[config.mk]
export PLATFORM = sky130hd
export DESIGN_NAME = ps2_host_port
export DESIGN_NICKNAME = d
export VERILOG_FILES = /design/src/sv/ps2hp_pkg.sv /design/src/sv/ps2hp_cfg_regs.sv /design/src/sv/ps2hp_core.sv /design/src/sv/ps2hp_out_stage.sv /design/src/sv/ps2_host_port.sv
export SDC_FILE = /design/constraint.sdc
export NUM_CORES = 1
export LEC_CHECK = 0
export ABC_AREA = 1
export ABC_CLOCK_PERIOD_IN_PS = 4700
export BUFFER_PORTS_ARGS = -buffer_cell sky130_fd_sc_hd__buf_2
export CORE_MARGIN = 4
export CORE_UTILIZATION = 60
export CTS_CLUSTER_SIZE = 24
export DETAILED_ROUTE_END_ITERATION = 8
export PLACE_DENSITY = 0.82
export SLEW_MARGIN = 20
export SYNTH_ARGS = -nofsm -noshare
export SYNTH_HDL_FRONTEND = slang
export SYNTH_SLANG_ARGS = --single-unit
[constraint.sdc]
create_clock -name clk -period 4.7 [get_ports clk]
set_clock_uncertainty 0.1 [all_clocks]
set_input_delay 0.47 -clock clk [delete_from_list [all_inputs] [get_ports clk]]
set_output_delay 0.47 -clock clk [all_outputs]
set_load 0.02 [all_outputs]
[src/sv/ps2hp_pkg.sv]
// Shared types and constants for the PS/2 host port.
// Used by every module of the block; depends on nothing.
`timescale 1ns / 1ps

package ps2hp_pkg;

  localparam logic [1:0] KIND_TICK = 2'd0;
  localparam logic [1:0] KIND_SEND = 2'd1;
  localparam logic [1:0] KIND_RECV = 2'd2;

  localparam logic [1:0] CFG_TIMEOUT  = 2'd0;
  localparam logic [1:0] CFG_INHIBIT  = 2'd1;
  localparam logic [1:0] CFG_POST     = 2'd2;
  localparam logic [1:0] CFG_HOLD_CLK = 2'd3;

  localparam logic [23:0] TIMEOUT_RESET  = 24'd50000;
  localparam logic [15:0] INHIBIT_RESET  = 16'd100;
  localparam logic [15:0] POST_RESET     = 16'd50;
  localparam logic        HOLD_CLK_RESET = 1'b1;

  localparam logic [7:0] ACK_CODE = 8'hFA;

  typedef struct packed {
    logic [7:0] send_byte;
    logic       data_line;
    logic       clock_line;
    logic [1:0] kind;
  } ps2hp_item_t;

  typedef struct packed {
    logic [23:0] timeout_ticks;
    logic [15:0] inhibit_ticks;
    logic [15:0] post_receive_ticks;
    logic        hold_clock_after_receive;
  } ps2hp_cfg_t;

  typedef struct packed {
    logic       busy_res;
    logic       timeout_flag;
    logic       ack_error;
    logic       line_control_error;
    logic       framing_error;
    logic       parity_error;
    logic [7:0] received_byte;
    logic       byte_valid;
    logic       data_pull_low;
    logic       clock_pull_low;
  } ps2hp_result_t;

endpackage

[src/sv/ps2hp_cfg_regs.sv]
// Configuration register bank of the PS/2 host port.
// Depends on ps2hp_pkg for register indexes, reset values and the config struct.
`timescale 1ns / 1ps

module ps2hp_cfg_regs (
  input  logic                 clk,
  input  logic                 rst_n,
  input  logic                 wr_en,
  input  logic [1:0]           wr_index,
  input  logic [23:0]          wr_data,
  output ps2hp_pkg::ps2hp_cfg_t cfg
);
  import ps2hp_pkg::*;

  ps2hp_cfg_t cfg_r;

  always_ff @(posedge clk) begin
    if (!rst_n) begin
      cfg_r.timeout_ticks            <= TIMEOUT_RESET;
      cfg_r.inhibit_ticks            <= INHIBIT_RESET;
      cfg_r.post_receive_ticks       <= POST_RESET;
      cfg_r.hold_clock_after_receive <= HOLD_CLK_RESET;
    end else if (wr_en) begin
      unique case (wr_index)
        CFG_TIMEOUT:  cfg_r.timeout_ticks            <= wr_data;
        CFG_INHIBIT:  cfg_r.inhibit_ticks            <= wr_data[15:0];
        CFG_POST:     cfg_r.post_receive_ticks       <= wr_data[15:0];
        CFG_HOLD_CLK: cfg_r.hold_clock_after_receive <= wr_data[0];
        default: ;
      endcase
    end
  end

  assign cfg = cfg_r;

endmodule

[src/sv/ps2hp_core.sv]
// Protocol state machine of the PS/2 host port: one update per accepted item.
// Depends on ps2hp_pkg for the item, config and result structs.
`timescale 1ns / 1ps

module ps2hp_core #(
  parameter int TIMER_BITS = 24
) (
  input  logic                    clk,
  input  logic                    rst_n,
  input  logic                    adv,
  input  ps2hp_pkg::ps2hp_item_t   item,
  input  ps2hp_pkg::ps2hp_cfg_t    cfg,
  output ps2hp_pkg::ps2hp_result_t res
);
  import ps2hp_pkg::*;

  localparam int CW = (TIMER_BITS > 24) ? TIMER_BITS : 24;
  localparam logic [TIMER_BITS-1:0] TMAX = {TIMER_BITS{1'b1}};

  // Wait phases awaiting a low clock have even codes, those awaiting high odd.
  typedef enum logic [4:0] {
    P_IDLE       = 5'd0,
    P_S_INH      = 5'd1,
    P_S_BIT_LO   = 5'd2,
    P_S_BIT_HI   = 5'd3,
    P_S_PAR_LO   = 5'd4,
    P_S_PAR_HI   = 5'd5,
    P_S_STOP_LO  = 5'd6,
    P_S_STOP_HI  = 5'd7,
    P_S_LC_LO    = 5'd8,
    P_S_LC_HI    = 5'd9,
    P_R_START_LO = 5'd10,
    P_R_START_HI = 5'd11,
    P_R_BIT_LO   = 5'd12,
    P_R_BIT_HI   = 5'd13,
    P_R_PAR_LO   = 5'd14,
    P_R_PAR_HI   = 5'd15,
    P_R_STOP_LO  = 5'd16,
    P_R_POST     = 5'd17
  } phase_t;

  phase_t                phase_r, phase_nxt;
  logic [3:0]            bit_count_r, bit_count_nxt;
  logic [7:0]            shift_reg_r, shift_reg_nxt;
  logic                  parity_acc_r, parity_acc_nxt;
  logic [TIMER_BITS-1:0] wait_timer_r, wait_timer_nxt;
  logic                  reply_expected_r, reply_expected_nxt;
  logic                  clock_held_r, clock_held_nxt;
  logic                  data_low_r, data_low_nxt;
  logic [7:0]            last_byte_r, last_byte_nxt;
  logic                  f_par_r, f_par_nxt;
  logic                  f_frm_r, f_frm_nxt;
  logic                  f_lc_r, f_lc_nxt;
  logic                  f_ack_r, f_ack_nxt;
  logic                  f_to_r, f_to_nxt;

  logic [TIMER_BITS-1:0] tinc;
  logic                  valid;
  logic                  go;
  logic                  start_rx;
  logic                  start_rx_reply;
  logic [3:0]            bc_inc;

  assign tinc   = (wait_timer_r == TMAX) ? wait_timer_r : wait_timer_r + TIMER_BITS'(1);
  assign bc_inc = bit_count_r + 4'd1;

  always_comb begin
    phase_nxt          = phase_r;
    bit_count_nxt      = bit_count_r;
    shift_reg_nxt      = shift_reg_r;
    parity_acc_nxt     = parity_acc_r;
    wait_timer_nxt     = wait_timer_r;
    reply_expected_nxt = reply_expected_r;
    clock_held_nxt     = clock_held_r;
    data_low_nxt       = data_low_r;
    last_byte_nxt      = last_byte_r;
    f_par_nxt          = f_par_r;
    f_frm_nxt          = f_frm_r;
    f_lc_nxt           = f_lc_r;
    f_ack_nxt          = f_ack_r;
    f_to_nxt           = f_to_r;
    valid              = 1'b0;
    go                 = 1'b0;
    start_rx           = 1'b0;
    start_rx_reply     = 1'b0;

    if (item.kind == KIND_SEND || item.kind == KIND_RECV) begin
      if (phase_r == P_IDLE) begin
        f_par_nxt = 1'b0;
        f_frm_nxt = 1'b0;
        f_lc_nxt  = 1'b0;
        f_ack_nxt = 1'b0;
        f_to_nxt  = 1'b0;
        if (item.kind == KIND_SEND) begin
          clock_held_nxt     = 1'b1;
          data_low_nxt       = 1'b0;
          shift_reg_nxt      = item.send_byte;
          bit_count_nxt      = 4'd0;
          parity_acc_nxt     = 1'b1;
          wait_timer_nxt     = '0;
          reply_expected_nxt = 1'b0;
          phase_nxt          = P_S_INH;
        end else begin
          start_rx = 1'b1;
        end
      end
    end else begin
      unique case (phase_r)
        P_IDLE: ;
        P_S_INH: begin
          wait_timer_nxt = tinc;
          if (CW'(tinc) >= CW'(cfg.inhibit_ticks)) begin
            data_low_nxt   = 1'b1;
            clock_held_nxt = 1'b0;
            wait_timer_nxt = '0;
            phase_nxt      = P_S_BIT_LO;
          end
        end
        P_R_POST: begin
          wait_timer_nxt = tinc;
          if (CW'(tinc) >= CW'(cfg.post_receive_ticks)) begin
            valid         = 1'b1;
            last_byte_nxt = shift_reg_r;
            if (cfg.hold_clock_after_receive) begin
              clock_held_nxt = 1'b1;
            end
            if (reply_expected_r && shift_reg_r != ACK_CODE) begin
              f_ack_nxt = 1'b1;
            end
            reply_expected_nxt = 1'b0;
            wait_timer_nxt     = '0;
            phase_nxt          = P_IDLE;
          end
        end
        default: begin
          if (item.clock_line != phase_r[0]) begin
            wait_timer_nxt = tinc;
            if (CW'(tinc) >= CW'(cfg.timeout_ticks)) begin
              f_to_nxt = 1'b1;
              go       = 1'b1;
            end
          end else begin
            go = 1'b1;
          end
        end
      endcase

      if (go) begin
        wait_timer_nxt = '0;
        unique case (phase_r)
          P_S_BIT_LO: begin
            data_low_nxt   = ~shift_reg_r[0];
            parity_acc_nxt = parity_acc_r ^ shift_reg_r[0];
            phase_nxt      = P_S_BIT_HI;
          end
          P_S_BIT_HI: begin
            shift_reg_nxt = shift_reg_r >> 1;
            bit_count_nxt = bc_inc;
            phase_nxt     = (bc_inc >= 4'd8) ? P_S_PAR_LO : P_S_BIT_LO;
          end
          P_S_PAR_LO: begin
            data_low_nxt = ~parity_acc_r;
            phase_nxt    = P_S_PAR_HI;
          end
          P_S_PAR_HI:  phase_nxt = P_S_STOP_LO;
          P_S_STOP_LO: begin
            data_low_nxt = 1'b0;
            phase_nxt    = P_S_STOP_HI;
          end
          P_S_STOP_HI: phase_nxt = P_S_LC_LO;
          P_S_LC_LO: begin
            if (item.data_line) begin
              f_lc_nxt = 1'b1;
            end
            phase_nxt = P_S_LC_HI;
          end
          P_S_LC_HI: begin
            start_rx       = 1'b1;
            start_rx_reply = 1'b1;
          end
          P_R_START_LO: phase_nxt = P_R_START_HI;
          P_R_START_HI: phase_nxt = P_R_BIT_LO;
          P_R_BIT_LO: begin
            shift_reg_nxt  = {item.data_line, shift_reg_r[7:1]};
            parity_acc_nxt = parity_acc_r ^ item.data_line;
            phase_nxt      = P_R_BIT_HI;
          end
          P_R_BIT_HI: begin
            bit_count_nxt = bc_inc;
            phase_nxt     = (bc_inc >= 4'd8) ? P_R_PAR_LO : P_R_BIT_LO;
          end
          P_R_PAR_LO: begin
            parity_acc_nxt = parity_acc_r ^ item.data_line;
            if (!(parity_acc_r ^ item.data_line)) begin
              f_par_nxt = 1'b1;
            end
            phase_nxt = P_R_PAR_HI;
          end
          P_R_PAR_HI:  phase_nxt = P_R_STOP_LO;
          P_R_STOP_LO: begin
            if (!item.data_line) begin
              f_frm_nxt = 1'b1;
            end
            phase_nxt = P_R_POST;
          end
          default: ;
        endcase
      end
    end

    if (start_rx) begin
      clock_held_nxt     = 1'b0;
      data_low_nxt       = 1'b0;
      bit_count_nxt      = 4'd0;
      shift_reg_nxt      = 8'd0;
      parity_acc_nxt     = 1'b0;
      wait_timer_nxt     = '0;
      reply_expected_nxt = start_rx_reply;
      phase_nxt          = P_R_START_LO;
    end
  end

  always_ff @(posedge clk) begin
    if (!rst_n) begin
      phase_r          <= P_IDLE;
      bit_count_r      <= 4'd0;
      shift_reg_r      <= 8'd0;
      parity_acc_r     <= 1'b0;
      wait_timer_r     <= '0;
      reply_expected_r <= 1'b0;
      clock_held_r     <= 1'b0;
      data_low_r       <= 1'b0;
      last_byte_r      <= 8'd0;
      f_par_r          <= 1'b0;
      f_frm_r          <= 1'b0;
      f_lc_r           <= 1'b0;
      f_ack_r          <= 1'b0;
      f_to_r           <= 1'b0;
    end else if (adv) begin
      phase_r          <= phase_nxt;
      bit_count_r      <= bit_count_nxt;
      shift_reg_r      <= shift_reg_nxt;
      parity_acc_r     <= parity_acc_nxt;
      wait_timer_r     <= wait_timer_nxt;
      reply_expected_r <= reply_expected_nxt;
      clock_held_r     <= clock_held_nxt;
      data_low_r       <= data_low_nxt;
      last_byte_r      <= last_byte_nxt;
      f_par_r          <= f_par_nxt;
      f_frm_r          <= f_frm_nxt;
      f_lc_r           <= f_lc_nxt;
      f_ack_r          <= f_ack_nxt;
      f_to_r           <= f_to_nxt;
    end
  end

  always_comb begin
    res.clock_pull_low     = clock_held_nxt;
    res.data_pull_low      = data_low_nxt;
    res.byte_valid         = valid;
    res.received_byte      = last_byte_nxt;
    res.parity_error       = f_par_nxt;
    res.framing_error      = f_frm_nxt;
    res.line_control_error = f_lc_nxt;
    res.ack_error          = f_ack_nxt;
    res.timeout_flag       = f_to_nxt;
    res.busy_res           = (phase_nxt != P_IDLE);
  end

endmodule

[src/sv/ps2hp_out_stage.sv]
// Result register of the PS/2 host port, parting the core from the output stream.
// Depends on ps2hp_pkg for the result struct.
`timescale 1ns / 1ps

module ps2hp_out_stage (
  input  logic                    clk,
  input  logic                    rst_n,
  input  logic                    load,
  input  logic                    take,
  input  ps2hp_pkg::ps2hp_result_t res_in,
  output logic                    valid,
  output ps2hp_pkg::ps2hp_result_t res_out
);
  import ps2hp_pkg::*;

  logic          valid_r, valid_nxt;
  ps2hp_result_t res_r;

  assign valid_nxt = load | (valid_r & ~take);

  always_ff @(posedge clk) begin
    if (!rst_n) begin
      valid_r <= 1'b0;
    end else begin
      valid_r <= valid_nxt;
    end
  end

  always_ff @(posedge clk) begin
    if (load) begin
      res_r <= res_in;
    end
  end

  assign valid   = valid_r;
  assign res_out = res_r;

endmodule

[src/sv/ps2_host_port.sv]
// Top level of the PS/2 host port: stream ports, input register, config registers, core and result stage.
// Depends on ps2hp_pkg, ps2hp_cfg_regs, ps2hp_core and ps2hp_out_stage.
//
//   port group   direction   carries
//   in_          slave       tick samples and send/receive commands
//   out_         master      line drives, received byte, status flags
//   cfg_         slave       register writes, index and data
//
// One item is taken every cycle while the output is not stalled; each result passes
// through the input register and then the result register.
// Reset (rst_n, synchronous, low) idles the state machine and loads register defaults.
// A stalled output holds its result; the input register still takes one more item,
// and further items wait until the result is taken.
`timescale 1ns / 1ps

module ps2_host_port #(
  parameter int TIMER_BITS = 24
) (
  input  logic        clk,
  input  logic        rst_n,
  input  logic        in_tvalid,
  output logic        in_tready,
  input  logic [15:0] in_tdata,   // clock_line, data_line, send_byte[7:0], zero fill
  input  logic [1:0]  in_tuser,   // kind[1:0]
  output logic        out_tvalid,
  input  logic        out_tready,
  output logic [23:0] out_tdata,  // clock_pull_low, data_pull_low, byte_valid,
                                  // received_byte[7:0], parity_error, framing_error,
                                  // line_control_error, ack_error, timeout_flag,
                                  // busy_res, zero fill
  input  logic        cfg_valid,
  output logic        cfg_ready,
  input  logic [1:0]  cfg_index,
  input  logic [23:0] cfg_data
);
  import ps2hp_pkg::*;

  logic          in_valid_r;
  ps2hp_item_t   item_r;
  logic          adv;
  ps2hp_cfg_t    cfg;
  ps2hp_result_t core_res;
  ps2hp_result_t out_res;

  assign cfg_ready = 1'b1;
  assign adv       = in_valid_r & (~out_tvalid | out_tready);
  assign in_tready = ~in_valid_r | adv;

  always_ff @(posedge clk) begin
    if (!rst_n) begin
      in_valid_r <= 1'b0;
    end else if (in_tready) begin
      in_valid_r <= in_tvalid;
    end
  end

  always_ff @(posedge clk) begin
    if (in_tready && in_tvalid) begin
      item_r.kind       <= in_tuser;
      item_r.clock_line <= in_tdata[0];
      item_r.data_line  <= in_tdata[1];
      item_r.send_byte  <= in_tdata[9:2];
    end
  end

  ps2hp_cfg_regs u_cfg (
    .clk      (clk),
    .rst_n    (rst_n),
    .wr_en    (cfg_valid & cfg_ready),
    .wr_index (cfg_index),
    .wr_data  (cfg_data),
    .cfg      (cfg)
  );

  ps2hp_core #(
    .TIMER_BITS (TIMER_BITS)
  ) u_core (
    .clk   (clk),
    .rst_n (rst_n),
    .adv   (adv),
    .item  (item_r),
    .cfg   (cfg),
    .res   (core_res)
  );

  ps2hp_out_stage u_out (
    .clk     (clk),
    .rst_n   (rst_n),
    .load    (adv),
    .take    (out_tready),
    .res_in  (core_res),
    .valid   (out_tvalid),
    .res_out (out_res)
  );

  assign out_tdata = {7'd0, out_res};

  a_byte_done_not_busy: assert property (@(posedge clk) disable iff (!rst_n)
    out_tvalid |-> !(out_tdata[2] && out_tdata[16]))
    else $error("byte_valid reported while still busy");

  a_adv_loads_result: assert property (@(posedge clk) disable iff (!rst_n)
    adv |=> out_tvalid)
    else $error("processed item produced no result");

  a_item_held: assert property (@(posedge clk) disable iff (!rst_n)
    (in_valid_r && !adv) |=> (in_valid_r && $stable(item_r)))
    else $error("pending item lost before processing");

endmodule
# After elaboration in Yosys (flattened, before gate mapping)
# Index checks and enable logic that the tools add are counted.
# word_totals
register_bits	146
input_bits	49
elab_cells	207
latch_bits	0
mem_count	0
ramBits	0
output_inout_bits	27
mem_bits_ro	0
# classes
bitwise_logic	13
div_mod_pow	0
reduce_logical	26
eq_ne	28
n_addsub	2
n_shift	0
mux	100
multipliers	0
n_lt_le_gt_ge	4
# op_table
op	n
two-way mux 24 bit	9
one-hot mux 24 bit (3 select lines)	1
one-hot mux 5 bit (14 select lines)	1
two-way mux 8 bit	8
two-way mux 1 bit	61
>= comparator 24 x 16 -> 1 bit	2
== test 5 x 4 -> 1 bit (second input constant)	8
two-way mux 5 bit	7
AND reduction 5 bit	5
adder 24 x 1 -> 24 bit (second input constant)	1
== test 24 bit (second input constant)	1
>= comparator 24 bit	1
two-way mux 4 bit	6
== test 5 x 3 -> 1 bit (second input constant)	4
one-hot mux 8 bit (2 select lines)	1
nonzero test 3 bit	4
== test 5 x 2 -> 1 bit (second input constant)	2
== test 5 bit (second input constant)	2
one-hot mux 5 bit (2 select lines)	1
inequality test 8 bit (second input constant)	1
AND reduction 2 bit	4
nonzero test 4 bit	2
== test 2 bit (second input constant)	3
inverter 1 bit	6
23 further kinds	32

# Depth between registers and ports, before layout
# depth
word_depth	11
depth_mapped	30
ltp_nobuf	29

# Modules after synthesis
# Synthesis repeated with hierarchy kept, for this count alone.
# unflattened
cells_unflattened	1290
area_unflattened_um2	9032.4
# by_module_without_submodules
module	area_per_inst_um2	cells_per_inst	instances
ps2hp_core	5621.6	890	1
ps2hp_cfg_regs	2363.5	346	1
ps2hp_out_stage	554.3	23	1
ps2_host_port	493.0	31	1

# Least setup slack after synthesis
# No wires, ideal clock.
# synth_timing
kind	register to register
startpoint	register u_core.wait_timer_r[0]
endpoint	register u_core.shift_reg_r[6]
setup_ns	0.114
required_ns	4.486
n_path_buf	1
path_stages_with_launch	27
arrival_ns	3.669
setup_slack_ns	0.817
period_less_slack_ns	3.883
path_cell_list	dfxtp_1 ha_1 nand2_1 nor2_4 nand2_4 nor2_1 nand4_1 nor2_1 nor3_1 nand3_1 xnor2_1 ha_1 a21oi_1 o21ai_0 nand2_1 nand3_1 a21oi_1 nand4_2 nand3_1 nand2_2 nor2_1 inv_1 nand3_2 buf_2 nand2_1 nand2_1 nor2_1
# synth_via
elab_chain_len	11
elab_cells_between_ends	16
classes_between	add/sub (1); order compare (1); eq/ne (3); mux (8); reduce/logical (3)
# synth_rtl
item	line_no	rtl
start: declaration	ps2hp_core.sv:46	logic [TIMER_BITS-1:0] wait_timer_r, wait_timer_nxt;
start signal: assignment	ps2hp_core.sv:244	wait_timer_r <= wait_timer_nxt;
adder 24 x 1 -> 24 bit / == test 24 bit (equally long branches)	ps2hp_core.sv:64	assign tinc = (wait_timer_r == TMAX) ? wait_timer_r : wait_timer_r + TIMER_BITS'(1);
two-way mux 24 bit (*)	ps2hp_core.sv:64	
>= comparator 24 bit (*)	ps2hp_core.sv:138	if (CW'(tinc) >= CW'(cfg.timeout_ticks)) begin
two-way mux 1 bit (*)	ps2hp_core.sv:138	
two-way mux 1 bit (*)	ps2hp_core.sv:136	if (item.clock_line != phase_r[0]) begin
two-way mux 1 bit (*)	ps2hp_core.sv:108	unique case (phase_r)
two-way mux 1 bit (*)	ps2hp_core.sv:87	if (item.kind == KIND_SEND || item.kind == KIND_RECV) begin
two-way mux 1 bit	ps2hp_core.sv:148	if (go) begin
two-way mux 1 bit	ps2hp_core.sv:87	
inequality test 3 x 1 -> 1 bit (no source line), or another cell as far along	-	
AND reduction 5 bit (no source line)	-	
end signal: assignment	ps2hp_core.sv:242	shift_reg_r <= shift_reg_nxt;
end: declaration	ps2hp_core.sv:44	logic [7:0] shift_reg_r, shift_reg_nxt;
# Every way passes the cells marked *; elsewhere a longest branch is shown, timed or not. The select of a mux whose other input is x is not followed.
# A chain may end at the register's enable or synchronous reset.

# Worst setup path after layout
# layout_timing
startpoint	register u_core.wait_timer_r[0]
endpoint	register u_core.wait_timer_r[12]
# layout_via
elab_chain_len	11
elab_cells_between_ends	24
classes_between	add/sub (1); order compare (3); eq/ne (4); mux (14); reduce/logical (2)
# layout_rtl
item	line_no
adder 24 x 1 -> 24 bit / == test 24 bit (equally long branches)	ps2hp_core.sv:64
two-way mux 24 bit (*)	ps2hp_core.sv:64
>= comparator 24 bit	ps2hp_core.sv:138
two-way mux 1 bit	ps2hp_core.sv:138
two-way mux 1 bit	ps2hp_core.sv:136
two-way mux 1 bit	ps2hp_core.sv:108
two-way mux 1 bit	ps2hp_core.sv:87
two-way mux 1 bit	ps2hp_core.sv:148
two-way mux 1 bit	ps2hp_core.sv:87
inequality test 4 x 2 -> 1 bit (no source line), or another cell as far along	-
AND reduction 5 bit (no source line)	-
# Marked as above.

==> results.sh <==
export IMPL_outcome="finished clean"
export IMPL_io_buffers=61
export IMPL_final_common_cell="nand2_1"
export IMPL_stdcell_area_um2=9600
export IMPL_dieArea_um2=16200
export IMPL_vias=7991
export IMPL_period_share=0.915
export IMPL_finalWorstSetupSlack_ns=0.401
export IMPL_yosys_warnings=0
export IMPL_drive_gt1_frac=0.125
export IMPL_hold_viol=0
export IMPL_rsz0062_at_grt="false"
export IMPL_fmax_mhz=233
export IMPL_slew_headroom=0.300
export IMPL_drt_pass1_iter_count=5
export IMPL_clk_latency_ns=0.43
export IMPL_place_area_um2=9030
export IMPL_grt_pass1_wl_um=35400
export IMPL_drv_slew=0
export IMPL_drt_initial_drc_count=635
export IMPL_area_delta_synth_final_pct=12.2
export IMPL_grtUsageTotal=0.270
export IMPL_die_x_um=127
export IMPL_grt_overflow=0
export IMPL_cts_htree_levels=4
export IMPL_seq_area_frac_synth=0.375
export IMPL_synthArstFlopShare=0
export IMPL_grt_start_max_net_pins=98
export IMPL_hold_path_class="primary input to flip-flop"
export IMPL_power_density_nw_per_um2=349
export IMPL_critPathKind="flip-flop to flip-flop"
export IMPL_p_leak_nw=4.50
export IMPL_fp_row_count=43
export IMPL_fin_crit_ns=4.30
export IMPL_syn_inst=1184
export IMPL_worstPathMaxFanout=24
export IMPL_ys_types=44
export IMPL_finalSetupTns_ns=0
export IMPL_cp_end_kind="flip-flop"
export IMPL_postCtsSetupBuffers=0
export IMPL_synth_area_um2=8560
export IMPL_preCtsSetupSlack_ns=0.116
export IMPL_cts_tree="done"
export IMPL_ir_drop_v=0.000364
export IMPL_syn_avg_cell_area_um2=7.23
export IMPL_drc=0
export IMPL_tightest_slew_ns=1.05
export IMPL_wl_um=21400
export IMPL_grt_pass1_vias=7538
export IMPL_crit_start="u_core.wait_timer_r[0]"
export IMPL_clock_sinks=146
export IMPL_hpwl_um=15300
export IMPL_cp_data_arrival_time_ns=4.52
export IMPL_worstSetupStartpointType="flip-flop"
export IMPL_cts_root_buf="clkbuf_16"
export IMPL_clk_path_buf_depth=2
export IMPL_finalSetupViolations=0
export IMPL_antenna_found_initial=0
export IMPL_numCtsBuffers=17
export IMPL_die_y_um=127
export IMPL_synthFlopType="dfxtp_1"
export IMPL_layout_nets=1356
export IMPL_boundaryPins=76
export IMPL_place_congestion=0.944
export IMPL_ant_nets=0
export IMPL_clk_pin_slew_worst_paths_ns=0.06
export IMPL_min_from="in_tdata[7]"
export IMPL_cp_required_ns=4.92
export IMPL_ys_seq_elements=146
export IMPL_core_area_um2=13900
export IMPL_cap_viol_max_count=0
export IMPL_layout_common_cells="nand2_1, inv_1, a21oi_1, nor2_1, dfxtp_1"
export IMPL_synth_edff_count=29
export IMPL_antenna_cells=0
export IMPL_initial_utilization=0.614
export IMPL_reg2reg_from="u_core.wait_timer_r[0]"
export IMPL_via_per_inst=5.55
export IMPL_wl_per_cell_um=14.9
==> stage by stage <==
stage / hold WS (ns) / instances / util / power [mW]
after global placement: 0.350 / 1408 / 0.648 / 2.09
after global routing: 0.108 / 1440 / 0.689 / 3.51
after CTS: 0.102 / 1440 / 0.687 / 3.35
after detailed placement: 0.357 / 1408 / 0.648 / 2.11
after floorplan: 0.335 / 1190 / - / 1.92
final: 0.109 / 1440 / 0.689 / 3.35
==> power breakdown <==
part / switching, mW / internal [mW]
registers: 0.0524 / 1.36
clock network: 0.556 / 0.683
logic: 0.466 / 0.233
total: 1.07 / 2.28
==> final cells by class <==
| class | count | area, um2 |
|---|---|---|
| multi-input combinational | 817 | 4450 |
| fill | 1166 | 4330 |
| sequential | 146 | 3210 |
| inverter | 180 | 676 |
| timing repair buffer | 85 | 498 |
| clock inverter | 13 | 105 |
| clock buffer | 19 | 433 |
| tap | 180 | 225 |
==> worst paths after layout <==
kind / cells after the start / endpoint / slack (ns)
max: 25 / u_core.wait_timer_r[12] / 0.40
max reg2reg: 25 / u_core.wait_timer_r[12] / 0.40
min: 1 / item_r[9] / 0.11
min reg2reg: 2 / u_cfg.cfg[11] / 0.36
==> kinds of logic after synthesis <==
kind of cell	count (synthesis)	synth area share
adder cells (fa/ha/maj)	60	0.0877
other	2	0.000878
flip-flops	146	0.375
XOR/XNOR	15	0.0154
AND/OR/NAND/NOR	451	0.232
buffers and inverters	227	0.110
AO/OA/AOI/OAI	283	0.178
==> state kept, by name (all words and copies together), names as in the netlist, 4 cells and up <==
signal and flops:
u_core.phase_r 5, u_cfg.cfg 57, u_core.shift_reg_r 8, u_core.last_byte_r 8, u_core.bit_count_r 4, item_r 12
u_core.wait_timer_r 24, u_out.res_out 17
==> synth_stat cells (2+ instances only) <==
cell type / n / area, um2
nand2_1: 218 / 818
inv_1: 175 / 657
a21oi_1: 142 / 711
nor2_1: 130 / 488
dfxtp_1: 117 / 2340
o21ai_0: 97 / 485
ha_1: 60 / 751
nand3_1: 48 / 240
edfxtp_1: 29 / 871
clkbuf_1: 27 / 101
nand4_1: 15 / 93.8
o211ai_1: 12 / 90.1
buf_4: 10 / 75.1
nor3_1: 10 / 50.1
o21ai_1: 9 / 45.0
o21ai_2: 9 / 78.8
xor2_1: 8 / 70.1
xnor2_1: 7 / 61.3
nand2_2: 6 / 37.5
inv_2: 5 / 18.8
nor2_4: 5 / 56.3
a21oi_2: 4 / 35.0
buf_6: 4 / 45.0
nand2_4: 4 / 45.0
nor4_1: 4 / 25.0
o32ai_1: 4 / 35.0
buf_2: 3 / 15.0
clkbuf_8: 2 / 27.5
conb_1: 2 / 7.51
nand3_2: 2 / 20.0
nor2_2: 2 / 12.5
nor2_8: 2 / 40.0
==> layer usage <==
| layer | vias to the layer above | global-route usage | share of wire |
|---|---|---|---|
| met3 | 39 | 0.0539 | 0.073 |
| li1 | 4000 | - | - |
| met4 | 0 | 0.0978 | 0.019 |
| met5 | - | 0 | 0 |
| met1 | 3656 | 0.364 | 0.45 |
| met2 | 296 | 0.430 | 0.45 |
==> what timing repair did <==
item | 4_1_cts | 5_1_grt
setup endpoints to repair | 0 | 38
gates resized for setup | 0 | 6
hold buffers | 0 | 0
==> critical path, stage by stage (launching register included) <==
cell and delay, ns:
dfxtp_1 0.42, ha_1 0.25, nand2_1 0.12, nor2_4 0.14, nand2_4 0.08, nor2_1 0.13, nand4_1 0.16, nor2_4 0.18
nor3_2 0.09, nand4_1 0.11, xnor2_1 0.10, ha_1 0.31, nand2_1 0.09, nor3_1 0.21, nand3_1 0.15, nor3_1 0.16
nand2_1 0.10, nand4_2 0.13, nand3_1 0.12, nand2_2 0.10, nor2_1 0.08, nor2_4 0.29, inv_1 0.13, buf_12 0.18
a21oi_1 0.17, nor2_1 0.06
(Power assumes the default switching activity.)
